==> config.mk <==
export PLATFORM = sky130hd
export DESIGN_NAME = battery_level_monitor
export DESIGN_NICKNAME = d
export VERILOG_FILES = /design/src/rtl/blm_pkg.sv /design/src/rtl/blm_div.sv /design/src/rtl/blm_dp.sv /design/src/rtl/blm_ctrl.sv /design/src/rtl/battery_level_monitor.sv
export SDC_FILE = /design/constraint.sdc
export NUM_CORES = 2
export LEC_CHECK = 0
export BUFFER_PORTS_ARGS = -buffer_cell sky130_fd_sc_hd__clkbuf_2
export CAP_MARGIN = 20
export CORE_UTILIZATION = 43
export DETAILED_ROUTE_END_ITERATION = 8
export MAX_ROUTING_LAYER = met4
export PLACE_DENSITY = 0.67
export REMOVE_ABC_BUFFERS = 1
export SYNTH_ARGS = -nofsm -noshare
export SYNTH_HDL_FRONTEND = slang
export SYNTH_SLANG_ARGS = --single-unit
==> constraint.sdc <==
create_clock -name clk -period 10.62 [get_ports clk]
set_input_delay 2.124 -clock clk [delete_from_list [all_inputs] [get_ports clk]]
set_output_delay 2.124 -clock clk [all_outputs]
set_load 0.03 [all_outputs]
==> src/rtl/blm_pkg.sv <==
package blm_pkg;

	localparam int SMP_W     = 12;
	localparam int LVL_W     = 12;
	localparam int MV_W      = 14;
	localparam int PCT_W     = 7;
	localparam int SCALE_W   = 16;
	localparam int CFG_W     = 16;
	localparam int CFG_IDX_W = 3;
	localparam int PROD_W    = LVL_W + SCALE_W;

	localparam int DVD_W     = 21;
	localparam int DVR_W     = 14;
	localparam int DIV_CNT_W = $clog2(DVD_W + 1);

	localparam int LVL_DVD_W  = LVL_W + 3;
	localparam int LVL_RCP_W  = 16;
	localparam int LVL_SHIFT  = 18;
	localparam int LVL_PROD_W = LVL_DVD_W + LVL_RCP_W;

	localparam logic [MV_W-1:0]      MV_MAX    = '1;
	localparam logic [LVL_RCP_W-1:0] LVL_RECIP = 16'd52429;

	localparam logic [CFG_IDX_W-1:0] REG_SCALE    = 3'd0;
	localparam logic [CFG_IDX_W-1:0] REG_EMPTY_MV = 3'd1;
	localparam logic [CFG_IDX_W-1:0] REG_FULL_MV  = 3'd2;
	localparam logic [CFG_IDX_W-1:0] REG_EMPTY_PC = 3'd3;
	localparam logic [CFG_IDX_W-1:0] REG_FULL_PC  = 3'd4;
	localparam logic [CFG_IDX_W-1:0] REG_LOW_TH   = 3'd5;
	localparam logic [CFG_IDX_W-1:0] REG_OFF_TH   = 3'd6;

	localparam logic [SCALE_W-1:0] RST_SCALE    = 16'd6000;
	localparam logic [MV_W-1:0]    RST_EMPTY_MV = 14'd3300;
	localparam logic [MV_W-1:0]    RST_FULL_MV  = 14'd4200;
	localparam logic [PCT_W-1:0]   RST_EMPTY_PC = 7'd0;
	localparam logic [PCT_W-1:0]   RST_FULL_PC  = 7'd100;
	localparam logic [LVL_W-1:0]   RST_LOW_TH   = 12'd2500;
	localparam logic [LVL_W-1:0]   RST_OFF_TH   = 12'd2400;

	typedef struct packed {
		logic    accept;
		logic    div_start;
		logic    avg_load;
		logic    lvl_load;
		logic    mul_load;
		logic    mv_load;
		logic    num_load;
		logic    out_load;
	} ctrl_cmd_t;

	typedef struct packed {
		logic last;
		logic first;
		logic div_busy;
		logic lim_eq;
		logic out_free;
	} dp_stat_t;

endpackage

==> src/rtl/blm_div.sv <==
module blm_div (
	input  logic                        clk,
	input  logic                        arst_n,
	input  logic                        start,
	input  logic [blm_pkg::DVD_W-1:0]   dividend,
	input  logic [blm_pkg::DVR_W-1:0]   divisor,
	output logic                        busy,
	output logic [blm_pkg::DVD_W-1:0]   quotient
);
	import blm_pkg::*;

	logic                 busy_q;
	logic [DIV_CNT_W-1:0] cnt_q;
	logic [DVD_W-1:0]     quo_q;
	logic [DVR_W-1:0]     rem_q;
	logic [DVR_W-1:0]     dvr_q;
	logic [DVR_W:0]       trial;
	logic [DVR_W:0]       diff;
	logic                 ge;

	assign trial = {rem_q, quo_q[DVD_W-1]};
	assign diff  = trial - {1'b0, dvr_q};
	assign ge    = trial >= {1'b0, dvr_q};

	always_ff @(posedge clk or negedge arst_n) begin
		if (!arst_n) begin
			busy_q <= 1'b0;
			cnt_q  <= '0;
		end else if (start) begin
			busy_q <= 1'b1;
			cnt_q  <= DIV_CNT_W'(DVD_W);
		end else if (busy_q) begin
			busy_q <= (cnt_q != DIV_CNT_W'(1));
			cnt_q  <= cnt_q - DIV_CNT_W'(1);
		end
	end

	always_ff @(posedge clk) begin
		if (start) begin
			quo_q <= dividend;
			rem_q <= '0;
			dvr_q <= divisor;
		end else if (busy_q) begin
			quo_q <= {quo_q[DVD_W-2:0], ge};
			rem_q <= ge ? diff[DVR_W-1:0] : trial[DVR_W-1:0];
		end
	end

	assign busy     = busy_q;
	assign quotient = quo_q;

endmodule

==> src/rtl/blm_dp.sv <==
module blm_dp #(
	parameter int SAMPLES_PER_BLOCK = 32
) (
	input  logic                          clk,
	input  logic                          arst_n,
	input  logic                          cfg_we,
	input  logic [blm_pkg::CFG_IDX_W-1:0] cfg_index,
	input  logic [blm_pkg::CFG_W-1:0]     cfg_data,
	input  logic [blm_pkg::SMP_W-1:0]     sample,
	input  blm_pkg::ctrl_cmd_t            cmd,
	output blm_pkg::dp_stat_t             stat,
	input  logic                          result_ready,
	output logic                          result_valid,
	output logic [blm_pkg::LVL_W-1:0]     smoothed_level,
	output logic [blm_pkg::MV_W-1:0]      millivolts,
	output logic [blm_pkg::PCT_W-1:0]     percent,
	output logic                          low_flag,
	output logic                          off_flag
);
	import blm_pkg::*;

	localparam int CNT_W      = $clog2(SAMPLES_PER_BLOCK + 1);
	localparam int SUM_W      = SMP_W + $clog2(SAMPLES_PER_BLOCK);
	localparam int NUM_W      = MV_W + PCT_W + 2;
	localparam int P_W        = DVD_W + 2;
	localparam int AVG_SHIFT  = SUM_W + $clog2(SAMPLES_PER_BLOCK);
	localparam int AVG_MUL_W  = SUM_W + 1;
	localparam int AVG_PROD_W = SUM_W + AVG_MUL_W;
	localparam logic [AVG_MUL_W-1:0] AVG_MUL =
		AVG_MUL_W'(((1 << AVG_SHIFT) + SAMPLES_PER_BLOCK - 1) / SAMPLES_PER_BLOCK);

	logic [SCALE_W-1:0] scale_q;
	logic [MV_W-1:0]    emv_q;
	logic [MV_W-1:0]    fmv_q;
	logic [PCT_W-1:0]   epc_q;
	logic [PCT_W-1:0]   fpc_q;
	logic [LVL_W-1:0]   low_th_q;
	logic [LVL_W-1:0]   off_th_q;

	logic [CNT_W-1:0]   count_q;
	logic [SUM_W-1:0]   sum_q;
	logic               first_q;
	logic [LVL_W-1:0]   level_q;
	logic [LVL_W-1:0]   avg_q;
	logic [PROD_W-1:0]  prod_q;
	logic [MV_W-1:0]    mv_q;
	logic signed [NUM_W-1:0] num_q;
	logic               result_valid_q;

	logic               last;
	logic               div_start;
	logic               div_busy;
	logic [DVD_W-1:0]   dvd;
	logic [DVR_W-1:0]   dvr;
	logic [DVD_W-1:0]   quo;

	logic [AVG_PROD_W-1:0]   avg_prod;
	logic [LVL_W-1:0]        avg_next;
	logic [LVL_DVD_W-1:0]    lvl_sum;
	logic [LVL_PROD_W-1:0]   lvl_prod;
	logic [LVL_W-1:0]        lvl_next;

	logic signed [MV_W:0]    mv_diff;
	logic signed [PCT_W:0]   pc_diff;
	logic signed [NUM_W-1:0] num_full;
	logic signed [MV_W:0]    den;
	logic [NUM_W-1:0]        num_abs;
	logic [MV_W:0]           den_abs;
	logic                    pct_neg;
	logic [P_W-1:0]          q_mag;
	logic [P_W-1:0]          q_sgn;
	logic [P_W-1:0]          p_raw;
	logic [PCT_W-1:0]        pc_lo;
	logic [PCT_W-1:0]        pc_hi;
	logic [PCT_W-1:0]        pct_div;
	logic [PCT_W-1:0]        pct_eq;
	logic [PCT_W-1:0]        pct_next;

	always_ff @(posedge clk or negedge arst_n) begin
		if (!arst_n) begin
			scale_q  <= RST_SCALE;
			emv_q    <= RST_EMPTY_MV;
			fmv_q    <= RST_FULL_MV;
			epc_q    <= RST_EMPTY_PC;
			fpc_q    <= RST_FULL_PC;
			low_th_q <= RST_LOW_TH;
			off_th_q <= RST_OFF_TH;
		end else if (cfg_we) begin
			unique case (cfg_index)
				REG_SCALE:    scale_q  <= cfg_data[SCALE_W-1:0];
				REG_EMPTY_MV: emv_q    <= cfg_data[MV_W-1:0];
				REG_FULL_MV:  fmv_q    <= cfg_data[MV_W-1:0];
				REG_EMPTY_PC: epc_q    <= cfg_data[PCT_W-1:0];
				REG_FULL_PC:  fpc_q    <= cfg_data[PCT_W-1:0];
				REG_LOW_TH:   low_th_q <= cfg_data[LVL_W-1:0];
				REG_OFF_TH:   off_th_q <= cfg_data[LVL_W-1:0];
				default: ;
			endcase
		end
	end

	assign last      = (count_q == CNT_W'(SAMPLES_PER_BLOCK - 1));
	assign div_start = cmd.div_start;

	// floor divide by the block size and by five through constant reciprocals
	assign avg_prod = AVG_PROD_W'(sum_q) * AVG_PROD_W'(AVG_MUL);
	assign avg_next = avg_prod[AVG_SHIFT +: LVL_W];
	assign lvl_sum  = LVL_DVD_W'({level_q, 2'b00}) + LVL_DVD_W'(avg_q);
	assign lvl_prod = LVL_PROD_W'(lvl_sum) * LVL_PROD_W'(LVL_RECIP);
	assign lvl_next = lvl_prod[LVL_SHIFT +: LVL_W];

	always_ff @(posedge clk or negedge arst_n) begin
		if (!arst_n) begin
			count_q <= '0;
			sum_q   <= '0;
			first_q <= 1'b1;
			level_q <= '0;
		end else begin
			if (cmd.accept) begin
				sum_q   <= sum_q + SUM_W'(sample);
				count_q <= last ? '0 : count_q + CNT_W'(1);
			end else if (cmd.avg_load) begin
				sum_q <= '0;
			end
			if (cmd.avg_load && first_q) begin
				level_q <= avg_next;
				first_q <= 1'b0;
			end else if (cmd.lvl_load) begin
				level_q <= lvl_next;
			end
		end
	end

	assign mv_diff  = $signed({1'b0, mv_q}) - $signed({1'b0, emv_q});
	assign pc_diff  = $signed({1'b0, fpc_q}) - $signed({1'b0, epc_q});
	assign num_full = mv_diff * pc_diff;
	assign den      = $signed({1'b0, fmv_q}) - $signed({1'b0, emv_q});
	assign num_abs  = num_q[NUM_W-1] ? NUM_W'(-num_q) : NUM_W'(num_q);
	assign den_abs  = den[MV_W] ? (MV_W+1)'(-den) : (MV_W+1)'(den);
	assign pct_neg  = num_q[NUM_W-1] ^ den[MV_W];

	always_ff @(posedge clk) begin
		if (cmd.avg_load) avg_q <= avg_next;
		if (cmd.mul_load) prod_q <= PROD_W'(level_q) * PROD_W'(scale_q);
		if (cmd.mv_load) begin
			mv_q <= (|prod_q[PROD_W-1:SMP_W+MV_W]) ? MV_MAX : prod_q[SMP_W+MV_W-1:SMP_W];
		end
		if (cmd.num_load) num_q <= num_full;
	end

	assign dvd = num_abs[DVD_W-1:0];
	assign dvr = den_abs[DVR_W-1:0];

	blm_div u_div (
		.clk      (clk),
		.arst_n   (arst_n),
		.start    (div_start),
		.dividend (dvd),
		.divisor  (dvr),
		.busy     (div_busy),
		.quotient (quo)
	);

	assign pc_lo = (epc_q < fpc_q) ? epc_q : fpc_q;
	assign pc_hi = (epc_q < fpc_q) ? fpc_q : epc_q;
	assign q_mag = P_W'(quo);
	assign q_sgn = pct_neg ? P_W'(-q_mag) : q_mag;
	assign p_raw = q_sgn + P_W'(epc_q);

	always_comb begin
		if ($signed(p_raw) < $signed(P_W'(pc_lo))) begin
			pct_div = pc_lo;
		end else if ($signed(p_raw) > $signed(P_W'(pc_hi))) begin
			pct_div = pc_hi;
		end else begin
			pct_div = p_raw[PCT_W-1:0];
		end
	end

	assign pct_eq   = (mv_q >= fmv_q) ? fpc_q : epc_q;
	assign pct_next = stat.lim_eq ? pct_eq : pct_div;

	always_ff @(posedge clk or negedge arst_n) begin
		if (!arst_n) begin
			result_valid_q <= 1'b0;
		end else if (cmd.out_load) begin
			result_valid_q <= 1'b1;
		end else if (result_ready) begin
			result_valid_q <= 1'b0;
		end
	end

	always_ff @(posedge clk) begin
		if (cmd.out_load) begin
			smoothed_level <= level_q;
			millivolts     <= mv_q;
			percent        <= pct_next;
			low_flag       <= level_q < low_th_q;
			off_flag       <= level_q < off_th_q;
		end
	end

	assign result_valid  = result_valid_q;
	assign stat.last     = last;
	assign stat.first    = first_q;
	assign stat.div_busy = div_busy;
	assign stat.lim_eq   = (fmv_q == emv_q);
	assign stat.out_free = !result_valid_q || result_ready;

endmodule

==> src/rtl/blm_ctrl.sv <==
module blm_ctrl (
	input  logic                 clk,
	input  logic                 arst_n,
	input  logic                 sample_valid,
	output logic                 sample_ready,
	input  blm_pkg::dp_stat_t    stat,
	output blm_pkg::ctrl_cmd_t   cmd
);
	import blm_pkg::*;

	localparam logic [3:0] ST_IDLE     = 4'd0;
	localparam logic [3:0] ST_AVG      = 4'd1;
	localparam logic [3:0] ST_LVL      = 4'd2;
	localparam logic [3:0] ST_MUL      = 4'd3;
	localparam logic [3:0] ST_MV       = 4'd4;
	localparam logic [3:0] ST_NUM      = 4'd5;
	localparam logic [3:0] ST_PCT_GO   = 4'd6;
	localparam logic [3:0] ST_PCT_WAIT = 4'd7;
	localparam logic [3:0] ST_FIN      = 4'd8;

	logic [3:0] state_q;
	logic [3:0] state_d;

	always_ff @(posedge clk or negedge arst_n) begin
		if (!arst_n) begin
			state_q <= ST_IDLE;
		end else begin
			state_q <= state_d;
		end
	end

	assign sample_ready = (state_q == ST_IDLE);

	always_comb begin
		state_d = state_q;
		cmd     = '0;
		unique case (state_q)
			ST_IDLE: begin
				cmd.accept = sample_valid;
				if (sample_valid && stat.last) state_d = ST_AVG;
			end
			ST_AVG: begin
				cmd.avg_load = 1'b1;
				state_d      = stat.first ? ST_MUL : ST_LVL;
			end
			ST_LVL: begin
				cmd.lvl_load = 1'b1;
				state_d      = ST_MUL;
			end
			ST_MUL: begin
				cmd.mul_load = 1'b1;
				state_d      = ST_MV;
			end
			ST_MV: begin
				cmd.mv_load = 1'b1;
				state_d     = ST_NUM;
			end
			ST_NUM: begin
				cmd.num_load = 1'b1;
				state_d      = stat.lim_eq ? ST_FIN : ST_PCT_GO;
			end
			ST_PCT_GO: begin
				cmd.div_start = 1'b1;
				state_d       = ST_PCT_WAIT;
			end
			ST_PCT_WAIT: begin
				if (!stat.div_busy) state_d = ST_FIN;
			end
			ST_FIN: begin
				if (stat.out_free) begin
					cmd.out_load = 1'b1;
					state_d      = ST_IDLE;
				end
			end
			default: state_d = ST_IDLE;
		endcase
	end

endmodule

==> src/rtl/battery_level_monitor.sv <==
// channel   | handshake                  | payload
// sample    | sample_valid/sample_ready  | sample[11:0]
// result    | result_valid/result_ready  | smoothed_level, millivolts, percent,
//           |                            | low_flag, off_flag
// config    | cfg_we (no wait)           | cfg_index[2:0], cfg_data[15:0]
//
// One sample is taken per cycle while a block fills.
// The sample completing a block starts block-end work: average, level update, millivolts,
// percent numerator, then start and wait for the 21-step percent divide; the result is
// valid as they end. No level update on the first block; no divide with equal limits.
// Samples are not taken during block-end work; a waiting result holds the final step
// of the next block end, so it stops sampling only then.
// Reset loads the register defaults and clears the block and level state.
module battery_level_monitor #(
	parameter int SAMPLES_PER_BLOCK = 32
) (
	input  logic                          clk,
	input  logic                          arst_n,
	input  logic                          cfg_we,
	input  logic [blm_pkg::CFG_IDX_W-1:0] cfg_index,
	input  logic [blm_pkg::CFG_W-1:0]     cfg_data,
	input  logic                          sample_valid,
	output logic                          sample_ready,
	input  logic [blm_pkg::SMP_W-1:0]     sample,
	output logic                          result_valid,
	input  logic                          result_ready,
	output logic [blm_pkg::LVL_W-1:0]     smoothed_level,
	output logic [blm_pkg::MV_W-1:0]      millivolts,
	output logic [blm_pkg::PCT_W-1:0]     percent,
	output logic                          low_flag,
	output logic                          off_flag
);
	import blm_pkg::*;

	ctrl_cmd_t cmd;
	dp_stat_t  stat;

	blm_ctrl u_ctrl (
		.clk          (clk),
		.arst_n       (arst_n),
		.sample_valid (sample_valid),
		.sample_ready (sample_ready),
		.stat         (stat),
		.cmd          (cmd)
	);

	blm_dp #(
		.SAMPLES_PER_BLOCK (SAMPLES_PER_BLOCK)
	) u_dp (
		.clk            (clk),
		.arst_n         (arst_n),
		.cfg_we         (cfg_we),
		.cfg_index      (cfg_index),
		.cfg_data       (cfg_data),
		.sample         (sample),
		.cmd            (cmd),
		.stat           (stat),
		.result_ready   (result_ready),
		.result_valid   (result_valid),
		.smoothed_level (smoothed_level),
		.millivolts     (millivolts),
		.percent        (percent),
		.low_flag       (low_flag),
		.off_flag       (off_flag)
	);

endmodule

* Word level (Yosys, flattened, before mapping)
Cells that the tools add are included.
** Word-level totals
- Bits in registers :: 290
- Latch bits :: 0
- RAM bits :: 0
- Memory bits (read-only) :: 0
- Input port bits :: 36
- Output and inout bits :: 37
- Word-level logic and storage cells :: 127
- Memories :: 0
** Cells by class
- Add/subtract/negate cells :: 12
- $mul :: 3
- Div/mod/pow operators :: 0
- Magnitude comparators :: 7
- Eq/ne operators :: 20
- Shift-type cells :: 0
- Multiplexer cells :: 38
- Bitwise logic cells :: 1
- Reductions and logical operators :: 19
** Operator list (number)
- 21-bit 2-to-1 mux :: 3
- 7-bit 2-to-1 mux :: 6
- 4-bit one-hot mux with 9 select lines :: 1
- 17-bit 2-to-1 mux :: 2
- 15-bit by 16-bit multiplier with 30-bit output, second input constant :: 1
- 14-bit by 14-bit subtractor with 15-bit output :: 2
- 12-bit by 16-bit multiplier with 28-bit output :: 1
- 14-bit 2-to-1 mux :: 2
- 12-bit < comparator :: 2
- 12-bit 2-to-1 mux :: 2
- 23-bit by 7-bit adder with 23-bit output :: 1
- 23-bit by 8-bit > comparator with 1-bit output :: 1
- 23-bit by 8-bit < comparator with 1-bit output :: 1
- 15-bit by 8-bit multiplier with 23-bit output :: 1
- 23-bit 2-to-1 mux :: 1
- 21-bit negator with 23-bit output :: 1
- 21-bit negator :: 1
- 17-bit by 12-bit adder with 17-bit output :: 1
- 4-bit by 3-bit equality test with 1-bit output, second input constant :: 4
- 4-bit 2-to-1 mux :: 4
- 14-bit by 12-bit adder with 15-bit output :: 1
- 15-bit by 14-bit greater-or-equal comparator with 1-bit output :: 1
- 14-bit equality test :: 1
- 14-bit greater-or-equal comparator :: 1
- other kinds (29) :: 58

* Depth between registers and ports, before layout
- Depth after elaboration :: 8
- Mapped depth :: 35
- Mapped depth without buffers :: 34

* Modules after synthesis
A second synthesis with hierarchy kept.
** Second synthesis, totals
- Cell total of the unflattened synthesis :: 3129
- Area total of the unflattened synthesis :: 30331.6 um^2
** Modules (own cells, without submodules)
- blm_dp :: instances 1, cells each 2829, area each 26990.9 um^2, seq. area each 5988.2 um^2
- blm_div :: instances 1, cells each 260, area each 3019.1 um^2, seq. area each 1481.4 um^2
- blm_ctrl :: instances 1, cells each 40, area each 321.6 um^2, seq. area each 100.1 um^2

* Worst setup path before layout
No wires, ideal clock.
- Path type :: reg-to-reg
- From :: register u_dp.level_q[1]
- To :: register u_dp.level_q[11]
- Library setup time :: 0.133 ns
- Arrival time :: 7.860 ns
- Data required time :: 10.487 ns
- Path slack :: 2.627 ns
- Stages on the path, launching flop included :: 34
- Buffers on the path :: 2
- Period minus slack after synthesis :: 7.993 ns
- Cells stage by stage :: dfrtp_1 > clkbuf_1 > clkbuf_1 > inv_1 > fa_1 > nor2b_1 > o21ai_0 > a21boi_0 > o21ai_0 > a21boi_0 > o21ai_0 > a21boi_0 > o21ai_0 > a21oi_1 > o21ai_0 > fa_1 > fa_1 > inv_1 > fa_1 > inv_1 > fa_1 > inv_1 > fa_1 > inv_1 > ha_1 > or3_1 > o21ai_0 > inv_1 > a31o_2 > o41ai_1 > o2111ai_1 > a21oi_1 > xnor2_1 > o21ai_0
** Between the ends
- Cells in the longest elaborated chain, start to end :: 4
** RTL lines
- start: declaration :: line blm_dp.sv:43 : logic [LVL_W-1:0] level_q;
- start signal: assignment :: line blm_dp.sv:126 : level_q <= avg_next;
- start signal: assignment :: line blm_dp.sv:129 : level_q <= lvl_next;
- 14-bit by 12-bit adder with 15-bit output :: line blm_dp.sv:108 : assign lvl_sum = LVL_DVD_W'({level_q, 2'b00}) + LVL_DVD_W'(avg_q);
- 15-bit by 16-bit multiplier with 30-bit output :: line blm_dp.sv:109 : assign lvl_prod = LVL_PROD_W'(lvl_sum) * LVL_PROD_W'(LVL_RECIP);
- 12-bit 2-to-1 mux :: line blm_dp.sv:128 : end else if (cmd.lvl_load) begin
- 12-bit 2-to-1 mux :: line blm_dp.sv:125 : if (cmd.avg_load && first_q) begin
Every way passes these cells. The select of a mux whose other input is x is not followed.
A chain may end at the register's enable or synchronous reset.

* Worst setup path after layout
Ends and elaborated chain as after synthesis.

==> reports/qor.yml <==
outcome:
  outcome: "finished, final reports clean"
routing:
  drc_errors: 0
  first_iter_violations: 1284
  via_count: 21400
  dr.pass1.iters: 7
  wl_per_cell_um: 16.8
  final_antenna_net_count: 0
  wirelength_um: 69000
  viasPerCell: 5.22
synth:
  ys_warn_count: 0
  synth_top_area_cell: "fa_1"
  synth_seq_area_share_pct: 25.4
  async_reset_ff_share_pct: 46.6
  synth.distinct_cells: 85
  synth_cells: 3119
  synth-seq-cells: 277
  synth_edf_count: 134
  synth_area_leaders: "fa_1 (20%), ha_1 (14%), edfxtp_1 (14%), dfrtp_1 (8.3%), inv_1 (6.3%)"
  avgSynthCellArea_um2: 9.54
  syn_area_um2: 29800
  synth_top_area_share_pct: 20.3
  synth_flop_cell: "edfxtp_1"
cells_and_area:
  most-common-layout-cells: "inv_1 (501), ha_1 (344), nand2_1 (311)"
  area_delta_synth_final_pct: 8.47
  diodes: 0
  final_common_cell: "inv_1"
  drive_gt1_share_pct: 8.90
  nFillCells: 6429
  final_nets: 3823
placed_design:
  dpl.hpwl_um: 54400
  io_buffers: 72
  gp_congestion: 0.901
floorplanning:
  die_w_um: 265
  dieArea_um2: 70300
  io_pins: 73
  core_um2: 68600
  core.rowCount: 96
  die_h_um: 265
  start_util_pct: 43.4
setup_path:
  cp-end-kind: "flip-flop"
  cp_common_cell: "o21ai_0"
  path_class: "reg2reg"
  r2r_start: "u_dp.level_q[1]"
  cp-start-kind: "flip-flop"
  critical-path-max-stage-delay_ps: 870
  cp_max_fo: 22
  crit_arrival_ps: 9440
  required_ps: 11040
  worst_path_max_delay_cell: "dfrtp_1"
  critPathLaunch: "u_dp.level_q[1]"
clock_tree:
  cts_tree: "built"
  cts-root-buf: "clkbuf_16"
  cts_sinks: 277
  clk_path_buf_depth: 3
  ctsHoldBuffers: 0
  cts_buffers: 35
  path_clk_slew_ps: 60
  cts_setup_buffers: 0
  htreeDepth: 2
  clock_latency_ps: 560
  post_cts_resized: 0
sta:
  setup_viol: 0
  relSlewSlack_pct: 24.8
  fmax_mhz: 111
  finalCritPeriodShare_pct: 84.9
  clock_skew_ps: 25.4
  worst_pin_slew_ps: 1130
  setup_tns_ps: 0
  hold_viol: 0
  drv_slew: 0
  grt_setup_unrepaired: "false"
  fin_crit_ps: 9020
global_routing:
  grt_use_total_pct: 20.8
  grt_max_degree: 79
  antenna_found_initial: 2
  grt_pass1_vias: 21600
  grt_pass1_wl_um: 113000
  grt-ovfl-total: 0
flow_run:
  cap_viol_max_count: 0
hold_path:
  hp-start: "u_dp.count_q[4]"
  hold_class: "reg2reg"
[flip-flops by register name (all words and copies together) (netlist names), 14 cells and up]
name	count
u_dp.u_div.rem_q	14
u_dp.prod_q	16
u_dp.emv_q	14
u_dp.u_div.dvr_q	14
u_dp.num_q	22
u_dp.mv_q	14
u_dp.u_div.quotient	21
u_dp.millivolts	14
u_dp.sum_q	17
u_dp.fmv_q	14
u_dp.scale_q	16
[cell families after synthesis]
logic type | synth area share, %
AO/OA/AOI/OAI | 10.9
XOR/XNOR | 4.75
adder cells (fa/ha/maj) | 34.8
buffers and inverters | 7.70
flip-flops | 25.4
multiplexers | 3.09
AND/OR/NAND/NOR | 13.3
[Yosys cell counts (9+ instances only)]
| cell type | count |
|---|---|
| inv_1 | 501 |
| ha_1 | 344 |
| nand2_1 | 311 |
| fa_1 | 302 |
| nor2_1 | 182 |
| o21ai_0 | 163 |
| edfxtp_1 | 134 |
| a21oi_1 | 127 |
| xnor2_1 | 105 |
| clkbuf_1 | 99 |
| dfrtp_1 | 99 |
| and2_1 | 79 |
| mux2_2 | 62 |
| xor2_1 | 54 |
| a21o_1 | 46 |
| nand3_1 | 42 |
| nand2b_1 | 39 |
| nor3_1 | 39 |
| dfstp_2 | 30 |
| or3_1 | 30 |
| nor2b_1 | 28 |
| mux2i_1 | 22 |
| o21a_1 | 22 |
| o21bai_1 | 18 |
| a211oi_1 | 17 |
| nand4_1 | 17 |
| a21boi_0 | 16 |
| dfxtp_1 | 14 |
| or2_2 | 12 |
| and3_1 | 11 |
| o31ai_1 | 10 |
| a22oi_1 | 9 |
| nor4_1 | 9 |
[routing by layer]
metal | GRT usage, % | vias up | share of wire, %
li1 | - | 10400 | -
met1 | 27.0 | 10500 | 45
met2 | 34.4 | 447 | 48
met3 | 3.17 | 66 | 5.3
met4 | 4.39 | 0 | 1.6
met5 | - | - | 0
[final cells by class]
cell class	instances	area, um2	share of cell area (%)
clock buffer	48	1010	3.12
clock inverter	16	171	0.531
inverter	502	1880	5.84
multi-input combinational	2232	20000	61.8
sequential	277	7570	23.4
tap	931	1160	3.61
timing repair buffer	93	524	1.62
[worst paths after layout]
path | endpoint | slack, ps | cells after the start
worst max-delay path | u_dp.level_q[11] | 1600 | 32
worst min register to register | u_dp.count_q[4] | 470 | 1
max in group asynchronous | u_dp.scale_q[15] | 7810 | 2
min in group asynchronous | u_dp.u_div.cnt_q[2] | 1620 | 1
worst max register to register | u_dp.level_q[11] | 1600 | 32
worst min-delay path | u_dp.count_q[4] | 470 | 1
[worst max-delay path, delay by kind of cell, from the launching register on]
family                   cells  cell delay [ps]
buffers and inverters        3              270
AND/OR/NAND/NOR              3              480
AO/OA/AOI/OAI               15             3580
XOR/XNOR                     4              850
adder cells (fa/ha/maj)      7             2830
flip-flops                   1              870
[metrics by stage]
stage | worst slack, ps | hold WS, ps | instances | utilization [%] | instance area (um2)
after floorplan | 2750 | 426 | 3011 | - | 29400
after global routing | 820 | 476 | 4099 | 47.1 | 32300
after global placement | 1690 | 454 | 4035 | 45.4 | 31100
final | 1600 | 473 | 4099 | 47.1 | 32300
after CTS | 1620 | 472 | 4099 | 47.1 | 32300
after detailed placement | 1660 | 458 | 4035 | 45.4 | 31100
Power is left out: the tool's default activity adds up to more than one toggle a clock period on the data nets, which glitch-free logic cannot reach.
